[src/design/hhmm_pkg.sv]
// shared types, codes and helper functions of the hours-and-minutes clock
`timescale 1ns / 1ps

package hhmm_pkg;

   // event codes carried in the cmd field
   localparam logic [2:0] CMD_SECOND_TICK = 3'd0;
   localparam logic [2:0] CMD_SERIAL_BYTE = 3'd1;
   localparam logic [2:0] CMD_BUTTON      = 3'd2;
   localparam logic [2:0] CMD_HALF_TICK   = 3'd3;
   localparam logic [2:0] CMD_SCAN_STEP   = 3'd4;

   // register indexes on the csr port
   localparam int CSR_INDEX_WIDTH = 1;
   localparam int CSR_DATA_WIDTH  = 6;
   localparam logic [CSR_INDEX_WIDTH-1:0] CSR_HOUR_LIMIT   = 1'd0;
   localparam logic [CSR_INDEX_WIDTH-1:0] CSR_MINUTE_LIMIT = 1'd1;

   localparam logic [4:0] HOUR_LIMIT_RESET   = 5'd23;
   localparam logic [5:0] MINUTE_LIMIT_RESET = 6'd59;

   // serial byte ranges
   localparam logic [7:0] BYTE_HOUR_END    = 8'd24;
   localparam logic [7:0] BYTE_MINUTE_BASE = 8'd100;
   localparam logic [7:0] BYTE_MINUTE_LAST = 8'd159;

   typedef struct packed {
      logic [2:0] cmd;
      logic [7:0] byte_value;
      logic       set_pressed;
      logic       hour_pressed;
      logic       minute_pressed;
   } req_type;

   typedef struct packed {
      logic [4:0]  hours_now;
      logic [5:0]  minutes_now;
      logic [5:0]  seconds_now;
      logic [11:0] shown_value;
      logic        colon_on;
      logic [3:0]  digit_enable;
      logic [6:0]  segments;
   } rsp_type;

   typedef struct packed {
      logic [4:0] hour_limit;
      logic [5:0] minute_limit;
   } limits_type;

   typedef struct packed {
      logic       active;
      logic [1:0] position;
      logic [4:0] hour;
      logic [5:0] minute;
   } scan_type;

   // advance by one, wrap to zero past the limit; msb flags the wrap
   function automatic logic [6:0] bump6(input logic [5:0] v, input logic [5:0] lim);
      logic [6:0] n;
      n = {1'b0, v} + 7'd1;
      if (n > {1'b0, lim}) begin
         bump6 = {1'b1, 6'd0};
      end else begin
         bump6 = {1'b0, n[5:0]};
      end
   endfunction

   function automatic logic [5:0] bump5(input logic [4:0] v, input logic [4:0] lim);
      logic [5:0] n;
      n = {1'b0, v} + 6'd1;
      if (n > {1'b0, lim}) begin
         bump5 = {1'b1, 5'd0};
      end else begin
         bump5 = {1'b0, n[4:0]};
      end
   endfunction

   // tens of a value below 64, by reciprocal multiply
   function automatic logic [2:0] tens6(input logic [5:0] v);
      logic [13:0] p;
      p = 14'(v) * 14'd205;
      tens6 = p[13:11];
   endfunction

   function automatic logic [6:0] seg_code(input logic [3:0] d);
      case (d)
         4'd0: seg_code = 7'h3F;
         4'd1: seg_code = 7'h06;
         4'd2: seg_code = 7'h5B;
         4'd3: seg_code = 7'h4F;
         4'd4: seg_code = 7'h66;
         4'd5: seg_code = 7'h6D;
         4'd6: seg_code = 7'h7D;
         4'd7: seg_code = 7'h07;
         4'd8: seg_code = 7'h7F;
         4'd9: seg_code = 7'h6F;
         default: seg_code = 7'h00;
      endcase
   endfunction

endpackage

[src/design/hhmm_seg_decode.sv]
// digit pick and seven-segment decode for the scanned position
`timescale 1ns / 1ps

module hhmm_seg_decode (
   input  hhmm_pkg::scan_type scan,
   output logic [3:0]         digit_enable,
   output logic [6:0]         segments
);

   logic [2:0] min_tens;
   logic [3:0] min_ones;
   logic [2:0] hour_tens;
   logic [3:0] hour_ones;
   logic [3:0] digit;
   logic [5:0] min_sub;
   logic [5:0] hour_sub;

   always_comb begin
      min_tens  = hhmm_pkg::tens6(scan.minute);
      min_sub   = scan.minute - 6'(min_tens) * 6'd10;
      min_ones  = min_sub[3:0];
      hour_tens = hhmm_pkg::tens6({1'b0, scan.hour});
      hour_sub  = {1'b0, scan.hour} - 6'(hour_tens) * 6'd10;
      hour_ones = hour_sub[3:0];
      case (scan.position)
         2'd0: digit = min_ones;
         2'd1: digit = {1'b0, min_tens};
         2'd2: digit = hour_ones;
         2'd3: digit = {1'b0, hour_tens};
         default: digit = 4'd0;
      endcase
      if (scan.active) begin
         digit_enable = 4'b0001 << scan.position;
         segments     = hhmm_pkg::seg_code(digit);
      end else begin
         digit_enable = 4'd0;
         segments     = 7'd0;
      end
   end

endmodule

[src/design/hhmm_clock_core.sv]
// time keeping state and its update for one event item
`timescale 1ns / 1ps

module hhmm_clock_core (
   input  logic                 clock,
   input  logic                 reset,
   input  logic                 fire,
   input  hhmm_pkg::req_type    item,
   input  hhmm_pkg::limits_type limits,
   output hhmm_pkg::rsp_type    result
);

   logic [5:0] second_ff, second_in;
   logic [5:0] minute_ff, minute_in;
   logic [4:0] hour_ff, hour_in;
   logic [4:0] rx_hour_ff, rx_hour_in;
   logic [5:0] rx_minute_ff, rx_minute_in;
   logic       blink_ff, blink_in;
   logic       set_mode_ff, set_mode_in;
   logic [1:0] scan_pos_ff, scan_pos_in;

   logic [6:0] sec_bump;
   logic [6:0] min_bump;
   logic [5:0] hour_bump;
   logic [7:0] byte_off;
   hhmm_pkg::scan_type scan;
   logic [3:0] digit_enable;
   logic [6:0] segments;

   always_comb begin
      second_in    = second_ff;
      minute_in    = minute_ff;
      hour_in      = hour_ff;
      rx_hour_in   = rx_hour_ff;
      rx_minute_in = rx_minute_ff;
      blink_in     = blink_ff;
      set_mode_in  = set_mode_ff;
      scan_pos_in  = scan_pos_ff;
      sec_bump     = hhmm_pkg::bump6(second_ff, limits.minute_limit);
      min_bump     = hhmm_pkg::bump6(minute_ff, limits.minute_limit);
      hour_bump    = hhmm_pkg::bump5(hour_ff, limits.hour_limit);
      byte_off     = item.byte_value - hhmm_pkg::BYTE_MINUTE_BASE;
      case (item.cmd)
         hhmm_pkg::CMD_SECOND_TICK: begin
            second_in = sec_bump[5:0];
            if (sec_bump[6]) begin
               minute_in = min_bump[5:0];
               if (min_bump[6]) begin
                  hour_in = hour_bump[4:0];
               end
            end
         end
         hhmm_pkg::CMD_SERIAL_BYTE: begin
            if (item.byte_value < hhmm_pkg::BYTE_HOUR_END) begin
               rx_hour_in = item.byte_value[4:0];
            end else if (item.byte_value >= hhmm_pkg::BYTE_MINUTE_BASE &&
                         item.byte_value <= hhmm_pkg::BYTE_MINUTE_LAST) begin
               rx_minute_in = byte_off[5:0];
            end
            hour_in   = rx_hour_in;
            minute_in = rx_minute_in;
         end
         hhmm_pkg::CMD_BUTTON: begin
            set_mode_in = item.set_pressed;
            if (item.set_pressed) begin
               if (item.hour_pressed) begin
                  hour_in = hour_bump[4:0];
               end
               if (item.minute_pressed) begin
                  minute_in = min_bump[5:0];
               end
            end
         end
         hhmm_pkg::CMD_HALF_TICK: begin
            blink_in = ~blink_ff;
         end
         hhmm_pkg::CMD_SCAN_STEP: begin
            scan_pos_in = scan_pos_ff + 2'd1;
         end
         default: begin
         end
      endcase
   end

   always_comb begin
      scan.active   = (item.cmd == hhmm_pkg::CMD_SCAN_STEP);
      scan.position = scan_pos_ff;
      scan.hour     = hour_in;
      scan.minute   = minute_in;
   end

   hhmm_seg_decode u_seg_decode (
      .scan         (scan),
      .digit_enable (digit_enable),
      .segments     (segments)
   );

   always_comb begin
      result.hours_now    = hour_in;
      result.minutes_now  = minute_in;
      result.seconds_now  = second_in;
      result.shown_value  = 12'(hour_in) * 12'd100 + 12'(minute_in);
      result.colon_on     = set_mode_in | blink_in;
      result.digit_enable = digit_enable;
      result.segments     = segments;
   end

   always_ff @(posedge clock) begin
      if (reset) begin
         second_ff    <= 6'd0;
         minute_ff    <= 6'd0;
         hour_ff      <= 5'd0;
         rx_hour_ff   <= 5'd0;
         rx_minute_ff <= 6'd0;
         blink_ff     <= 1'b0;
         set_mode_ff  <= 1'b0;
         scan_pos_ff  <= 2'd0;
      end else if (fire) begin
         second_ff    <= second_in;
         minute_ff    <= minute_in;
         hour_ff      <= hour_in;
         rx_hour_ff   <= rx_hour_in;
         rx_minute_ff <= rx_minute_in;
         blink_ff     <= blink_in;
         set_mode_ff  <= set_mode_in;
         scan_pos_ff  <= scan_pos_in;
      end
   end

endmodule

[src/design/hhmm_clock_with_segment_scan.sv]
// top level of the hours-and-minutes clock with four-digit segment scan
`timescale 1ns / 1ps

// usage
//  req_*: one event item per handshake (second tick, serial byte, button
//    sample, half-second tick, scan step); accepted when req_valid is high
//    and req_stall is low
//  rsp_*: exactly one result item per event, in order, taken when
//    rsp_valid is high and rsp_stall is low
//  csr_*: writes hour_limit (index 0) and minute_limit (index 1); always
//    ready, write only while no item is in flight
//  flow: an accepted item's state update and result are formed while it
//    sits in the input register and land in the result register once
//    that register is free, which raises rsp_valid
//  throughput: one item per cycle while rsp_stall is low, set by the
//    combinational clock state update between the input and result registers
//  reset: time, received values, blink, set mode and scan position clear,
//    limits go to 23 and 59, both registers empty
//  receiver stall: the result register holds, the input register keeps its
//    item, and req_stall rises only once both are full
module hhmm_clock_with_segment_scan (
   input  logic                                 clock,
   input  logic                                 reset,
   input  logic                                 req_valid,
   output logic                                 req_stall,
   input  hhmm_pkg::req_type                    req_data,
   output logic                                 rsp_valid,
   input  logic                                 rsp_stall,
   output hhmm_pkg::rsp_type                    rsp_data,
   input  logic                                 csr_valid,
   output logic                                 csr_ready,
   input  logic [hhmm_pkg::CSR_INDEX_WIDTH-1:0] csr_index,
   input  logic [hhmm_pkg::CSR_DATA_WIDTH-1:0]  csr_data
);

   // input register
   logic              in_valid_ff, in_valid_in;
   hhmm_pkg::req_type in_data_ff;
   // result register
   logic              out_valid_ff, out_valid_in;
   hhmm_pkg::rsp_type out_data_ff;
   // limits
   hhmm_pkg::limits_type limits_ff, limits_in;

   logic              advance;
   logic              fire;
   logic              take;
   hhmm_pkg::rsp_type result;

   // result register frees up when empty or being taken
   assign advance   = !out_valid_ff || !rsp_stall;
   // item in the input register moves into the result register
   assign fire      = in_valid_ff && advance;
   assign req_stall = in_valid_ff && !advance;
   assign take      = req_valid && !req_stall;
   assign rsp_valid = out_valid_ff;
   assign rsp_data  = out_data_ff;
   assign csr_ready = 1'b1;

   always_comb begin
      in_valid_in = in_valid_ff;
      if (take) begin
         in_valid_in = 1'b1;
      end else if (fire) begin
         in_valid_in = 1'b0;
      end
      out_valid_in = out_valid_ff;
      if (advance) begin
         out_valid_in = in_valid_ff;
      end
      limits_in = limits_ff;
      if (csr_valid && csr_ready) begin
         case (csr_index)
            hhmm_pkg::CSR_HOUR_LIMIT:   limits_in.hour_limit   = csr_data[4:0];
            hhmm_pkg::CSR_MINUTE_LIMIT: limits_in.minute_limit = csr_data[5:0];
            default: begin
            end
         endcase
      end
   end

   hhmm_clock_core u_clock_core (
      .clock  (clock),
      .reset  (reset),
      .fire   (fire),
      .item   (in_data_ff),
      .limits (limits_ff),
      .result (result)
   );

   always_ff @(posedge clock) begin
      if (reset) begin
         in_valid_ff            <= 1'b0;
         out_valid_ff           <= 1'b0;
         limits_ff.hour_limit   <= hhmm_pkg::HOUR_LIMIT_RESET;
         limits_ff.minute_limit <= hhmm_pkg::MINUTE_LIMIT_RESET;
      end else begin
         in_valid_ff  <= in_valid_in;
         out_valid_ff <= out_valid_in;
         limits_ff    <= limits_in;
      end
   end

   // payload registers
   always_ff @(posedge clock) begin
      if (take) begin
         in_data_ff <= req_data;
      end
      if (fire) begin
         out_data_ff <= result;
      end
   end

endmodule
[config.mk]
export PLATFORM = sky130hd
export DESIGN_NAME = hhmm_clock_with_segment_scan
export DESIGN_NICKNAME = d
export VERILOG_FILES = /design/src/design/hhmm_pkg.sv /design/src/design/hhmm_seg_decode.sv /design/src/design/hhmm_clock_core.sv /design/src/design/hhmm_clock_with_segment_scan.sv
export SDC_FILE = /design/constraint.sdc
export NUM_CORES = 1
export LEC_CHECK = 0
export ABC_AREA = 1
export BUFFER_PORTS_ARGS = -buffer_cell sky130_fd_sc_hd__buf_2
export CORE_UTILIZATION = 25
export CTS_BUF_LIST = sky130_fd_sc_hd__clkbuf_4 sky130_fd_sc_hd__clkbuf_8 sky130_fd_sc_hd__clkbuf_16
export DETAILED_ROUTE_END_ITERATION = 16
export SYNTH_ARGS = -nofsm -noshare
export SYNTH_HDL_FRONTEND = slang
export SYNTH_SLANG_ARGS = --single-unit
[constraint.sdc]
create_clock -name clock -period 8.56 [get_ports clock]
set_clock_uncertainty 0.05 [all_clocks]
set_input_delay 1.284 -clock clock [delete_from_list [all_inputs] [get_ports clock]]
set_output_delay 1.284 -clock clock [all_outputs]
set_load 0.01 [all_outputs]
==> results of run 1 <==
cells by family (layout without fill, tap and decap cells):
group | after synthesis | after routing
other | 1 | 1
XOR/XNOR | 26 | 26
multiplexers | 2 | 2
buffers and inverters | 161 | 234
adder cells (fa/ha/maj) | 105 | 105
AND/OR/NAND/NOR | 321 | 321
flip-flops | 98 | 98
AO/OA/AOI/OAI | 158 | 158
registers in the layout, indices dropped and copies added (netlist names):
register,cells
in_data_ff,14
u_clock_core.hour_ff,5
u_clock_core.blink_ff,1
limits_ff,11
u_clock_core.set_mode_ff,1
u_clock_core.rx_hour_ff,5
rsp_data,39
u_clock_core.scan_pos_ff,2
u_clock_core.rx_minute_ff,6
u_clock_core.second_ff,6
in_valid_ff,1
rsp_valid,1
u_clock_core.minute_ff,6
cells in the mapped netlist (3+ instances only):
cell type / n / area, sq um
nand2_1: 153 / 574
inv_1: 128 / 480
ha_1: 93 / 1160
a21oi_1: 68 / 340
nor2_1: 54 / 203
edfxtp_1: 53 / 1590
o21ai_0: 53 / 265
dfxtp_1: 45 / 901
nand3_1: 38 / 190
nand2_2: 21 / 131
xor2_1: 17 / 149
o211ai_1: 15 / 113
inv_2: 14 / 52.6
fa_1: 12 / 240
nand3_2: 10 / 100
clkbuf_1: 9 / 33.8
xnor2_1: 9 / 78.8
nor3_1: 8 / 40.0
nand4_1: 7 / 43.8
nand2_4: 5 / 56.3
nor2_2: 5 / 31.3
o22ai_1: 5 / 31.3
or2_2: 4 / 25.0
a221oi_1: 3 / 26.3
buf_4: 3 / 22.5
nand3b_1: 3 / 22.5
nor2_4: 3 / 33.8
nor3_4: 3 / 48.8
through the flow:
| stage | setup slack [ns] | power [uW] | cells | util [%] |
|---|---|---|---|---|
| 2_1_floorplan | 2.46 | 939 | 872 | - |
| 3_3_place_gp | 1.88 | 1050 | 1307 | 28.5 |
| 3_5_place_dp | 1.75 | 1060 | 1307 | 28.5 |
| 4_1_cts | 1.72 | 1500 | 1323 | 29.6 |
| 5_1_grt | 1.08 | 1600 | 1323 | 29.6 |
| 6_report | 1.74 | 1490 | 1323 | 29.6 |
where the power goes:
group | internal (uW) | leakage (uW) | switching, uW
combinational | 183 | 0.00297 | 313
clock | 225 | 0.000152 | 213
sequential | 534 | 0.000883 | 18.9
how the worst max path moves through the flow:
stage	end	slack, ns	depth (start not counted)
after global routing	rsp_data[0]$_SDFFCE_PP0P_	1.08	38
after CTS	rsp_data[0]$_SDFFCE_PP0P_	1.72	38
after floorplan	rsp_data[0]$_SDFFCE_PP0P_	2.46	37
after detailed placement	rsp_data[0]$_SDFFCE_PP0P_	1.75	38
final	rsp_data[0]$_SDFFCE_PP0P_	1.74	35
after global placement	rsp_data[0]$_SDFFCE_PP0P_	1.88	37
cell type report:
| type | instances | area, sq um | share of cell area, % |
|---|---|---|---|
| Multi-Input combinational cell | 613 | 4110 | 49.4 |
| Clock buffer | 10 | 250 | 3.01 |
| Tap cell | 378 | 473 | 5.69 |
| Inverter | 146 | 554 | 6.67 |
| Sequential cell | 98 | 2490 | 30.0 |
| Timing Repair Buffer | 72 | 370 | 4.46 |
| Clock inverter | 6 | 61.3 | 0.738 |
tightest hold or removal path: cells and delay by family (launching register included):
family | cells | cell delay, ns
flops | 1 | 0.32
simple gates | 1 | 0.06
compound gates | 1 | 0.05
metal layers:
metal | global-route usage (%) | vias up | wire length [um]
met4 | 3.12 | 0 | 200
met2 | 20.0 | 101 | 7770
met1 | 15.9 | 2639 | 8280
met3 | 2.22 | 16 | 595
met5 | 0 | - | 0
li1 | - | 3034 | -
==> flow_summary.yaml, run 1 <==
synth:
  yosys_warnings: 0
  yosysSeqAreaShare_pct: 34.5
  synthMuxAreaShare_pct: 0.277
  synth_compound_area_share_pct: 12.4
  syn_area_per_cell_sq_um: 8.28
  synth_seq_cells: 98
  synthXorXnorAreaFrac_pct: 3.15
  synth_top_family_by_area: "simple AND/OR/NAND/NOR gates"
  synthCells: 872
  ys.flop_type: "edfxtp_1"
  synthSimpleGateAreaFrac_pct: 21.5
  ys_types: 51
  syn-cell-area_sq_um: 7220
  synth_edf_count: 53
  async_flop_share_pct: 0
  syn_nets: 1003
  synth_adder_area_share_pct: 19.4
sta:
  tns_ns: 0
  holdWs_ns: 0.423
  finalSetupViolations: 0
  slew_headroom_pct: 31.6
  final-hold-violation-count: 0
  tightest_slew_ns: 1.02
  period_minus_slack_ns: 6.82
  post-route-period-util_pct: 79.7
  rsz0062_at_grt: "false"
  maxSlewViolCount: 0
  fmax_mhz: 147
critical_path:
  max_stage_delay_ns: 0.48
  reg2reg_from: "u_clock_core.minute_ff[1]$_SDFFE_PP0P_"
  worst_r2r_endpoint: "rsp_data[0]$_SDFFCE_PP0P_"
  path_class: "register to register"
  cp-startpoint: "u_clock_core.minute_ff[1]$_SDFFE_PP0P_"
  cp.buffers_inverters: 4
  r2r_setup_slack_ns: 1.74
  cp_max_fo: 7
  end_kind: "register"
  worstPathArrival_ns: 6.89
  start_kind: "register"
  cp.required_ns: 8.63
  crit_top_cell: "nand2_1"
  cp_top_family: "adder cells"
  cp_slowest_cell: "fa_1"
  rr_worst_depth: 35
floorplanning:
  rows: 61
  ios: 70
  initial_core_util_pct: 25.7
  fp.dieH_um: 172
  fp.dieW_um: 172
  fp.coreArea_sq_um: 28100
  die-area_sq_um: 29600
cts:
  clk_pin_slew_ns: 0.08
  h-tree-depth: 3
  cts_tree: "done"
  ctsHoldBuffers: 0
  insertion_delay_ns: 0.37
  cts_setup_buffers: 0
  cts-root-buf: "clkbuf_16"
  clk_path_buf_depth: 2
  clkSinkCount: 98
  cts_buffers: 9
  post_cts_resized: 0
placement:
  dp_hpwl_um: 13000
  place_area_sq_um: 8000
  io_buffers: 68
  place_congestion: 0.855
route:
  wire_per_inst_um: 12.7
  antenna_left: 0
  drt_iter0_markers: 293
  viasPerCell: 4.38
  first_pass_iters: 5
  drc: 0
  via_count: 5790
  wl_um: 16800
final_layout:
  drive_gt1_share_pct: 16.9
  area_growth_pct: 15.0
  postLayoutCellArea_sq_um: 8310
  diodes: 0
  finalNetCount: 1071
  layout_commonest_cell: "nand2_1"
  fill_cells: 3064
  final_cell_mix: "nand2_1 (153), inv_1 (128), ha_1 (93)"
status:
  outcome: "finished, final reports clean"
power:
  leakage_uw: 0.00400
  ir_drop_v: 0.0000888
  powerDensity_nw_per_um2: 179
worst_hold_path:
  min_to: "u_clock_core.rx_minute_ff[4]$_SDFFE_PP0P_"
  hold_start: "u_clock_core.rx_minute_ff[4]$_SDFFE_PP0P_"
  hold_class: "register to register"
  hold_depth: 2
grt:
  grt_overflow: 0
  grt_antenna_before_repair: 0
  grt_pass1_vias: 5463
  grt_pass1_wl_um: 27600
  grt_max_degree: 62
  grt_usage_pct: 12.0
job:
  timing.max_cap.violations: 0
Power figures use the tool's default switching activity.
==> inputs of run 2 (changes only) <==
Clock period 8.56 ns to 6.5 ns, I/O delays scaled along.
==> run 2 against run 1 <==
Against the previous run:
- count of clock-buffer cells in the layout is the same
- via count rose by 3.6%
- global-route usage increased by 0.39 points
- non-clock buffer count grew 38
- sequential cell count unchanged
- setup slack lost 1.4 ns
- register-to-register slack lost 1.4 ns
- first-iteration DRC count decreased by 2.4%
- critical path type unchanged
==> flow_summary.yaml, run 2 (same netlist as run 1, synthesis figures left out) <==
final_layout:
  drive_gt1_share_pct: 25.3
  layout_commonest_cell: "nand2_1"
  final_core_util_pct: 31.5
  diodes: 0
  finalNetCount: 1109
  area_growth_pct: 22.5
  postLayoutCellArea_sq_um: 8850
  final_cell_mix: "nand2_1 (146), inv_1 (124), ha_1 (85)"
  largest_reg_flops: 39
  fill_cells: 3004
cts:
  ctsHoldBuffers: 0
  cts_buffers: 9
  h-tree-depth: 3
  clk_path_buf_depth: 2
  insertion_delay_ns: 0.36
  clk_pin_slew_ns: 0.08
  clkSinkCount: 98
  cts_tree: "done"
  cts-root-buf: "clkbuf_16"
grt:
  grt_overflow: 0
  use_met1_pct: 16.4
  grt-busiest-layer: "met2"
  grt_max_degree: 62
  grt_usage_pct: 12.4
  grt_pass1_vias: 5566
  met2_usage_pct: 20.7
  grt_pass1_wl_um: 28400
  grt_antenna_before_repair: 0
  grtUsageMet3_pct: 2.36
critical_path:
  rr_worst_depth: 33
  path_class: "register to register"
  cp_slowest_cell: "fa_2"
  reg2reg_from: "u_clock_core.second_ff[0]$_SDFFE_PP0P_"
  start_kind: "register"
  max_stage_delay_ns: 0.61
  cp_max_fo: 7
  cp-startpoint: "u_clock_core.second_ff[0]$_SDFFE_PP0P_"
  end_kind: "register"
  worstPathArrival_ns: 6.19
  cp.required_ns: 6.54
placement:
  dp_hpwl_um: 13500
  place_area_sq_um: 8120
  place_congestion: 0.868
  io_buffers: 68
  preCtsSetupSlack_ns: -0.0276
route:
  via_count: 5996
  wire_per_inst_um: 13.1
  antenna_left: 0
  drc: 0
  viasPerCell: 4.41
  first_pass_iters: 4
  drt_iter0_markers: 286
  wl_um: 17800
sta:
  tns_ns: 0
  slew_headroom_pct: 32.0
  period_minus_slack_ns: 6.15
  tightest_slew_ns: 1.02
  final-hold-violation-count: 0
  maxSlewViolCount: 0
  final.setup.worst_slack_ns: 0.355
  post-route-period-util_pct: 94.5
  fmax_mhz: 163
  finalSetupViolations: 0
power:
  leakage_uw: 0.00421
  ir_drop_v: 0.000105
  powerDensity_nw_per_um2: 231
  fin_total_pwr_uw: 2050
job:
  timing.max_cap.violations: 0
floorplanning:
  fp.dieW_um: 172
  fp.dieH_um: 172
  initial_core_util_pct: 25.7
  fp.coreArea_sq_um: 28100
  ios: 70
  die-area_sq_um: 29600
  rows: 61
worst_hold_path:
  hold_start: "u_clock_core.rx_minute_ff[4]$_SDFFE_PP0P_"
  hold_depth: 2
  hold_class: "register to register"
status:
  outcome: "finished, final reports clean"
## run 2: changes by cell type in the layout (fill, tap and decap cells not counted), moves of 5 or more
cell / before / now
a21oi_1: 68 / 63
a21oi_2: 0 / 5
buf_4: 4 / 40
dfxtp_1: 45 / 38
dfxtp_2: 0 / 7
ha_1: 93 / 85
ha_4: 0 / 6
nand2_1: 153 / 146
nor2_1: 53 / 48
o21ai_0: 53 / 45
o21ai_1: 2 / 9
## run 2: final timing paths
kind / endpoint / slack, ns
worst max-delay path: rsp_data[6]$_SDFFCE_PP0P_ / 0.35
worst min-delay path: u_clock_core.rx_minute_ff[4]$_SDFFE_PP0P_ / 0.42
worst max register to register: rsp_data[6]$_SDFFCE_PP0P_ / 0.35
worst min register to register: u_clock_core.rx_minute_ff[4]$_SDFFE_PP0P_ / 0.42
## run 2: layout make-up
type | instances | area (sq um) | share of cell area (%)
Clock inverter | 6 | 56.3 | 0.636
Timing Repair Buffer | 110 | 663 | 7.49
Sequential cell | 98 | 2500 | 28.3
Tap cell | 378 | 473 | 5.35
Inverter | 146 | 558 | 6.31
Clock buffer | 10 | 239 | 2.70
Multi-Input combinational cell | 613 | 4360 | 49.3
## run 2: what timing repair did
item                                    in CTS  in global routing
endpoints found under the setup margin       7                  7
pin swaps                                    1                 38
resized for setup                            2                 68
buffers inserted                             0                 22
## run 2: per-layer routing
layer	wire length (um)	vias up
met4	197	0
met2	8370	121
met3	774	16
li1	-	3103
met5	0	-
met1	8450	2756
## run 2: power by group
| group | switching [uW] | leakage [uW] | internal [uW] | total [uW] |
|---|---|---|---|---|
| Combinational | 467 | 0.00318 | 305 | 772 |
| Clock | 267 | 0.000144 | 280 | 547 |
| Sequential | 24.3 | 0.000886 | 704 | 729 |
## run 2: through the flow
stage | std cells | hold slack, ns
after floorplan | 872 | 0.385
after global placement | 1323 | 0.405
after detailed placement | 1323 | 0.411
after CTS | 1339 | 0.422
after global routing | 1361 | 0.432
final | 1361 | 0.422
## run 2: critical path, delay by kind of cell, from the launching register on
| family | cells | cell delay (ns) |
|---|---|---|
| DFF | 1 | 0.38 |
| adders and majority gates | 8 | 2.56 |
| buffers and inverters | 5 | 0.37 |
| and+or+nand+nor | 12 | 1.24 |
| AOI/OAI and AO/OA | 7 | 1.08 |
| xor gates and xnor gates | 1 | 0.18 |
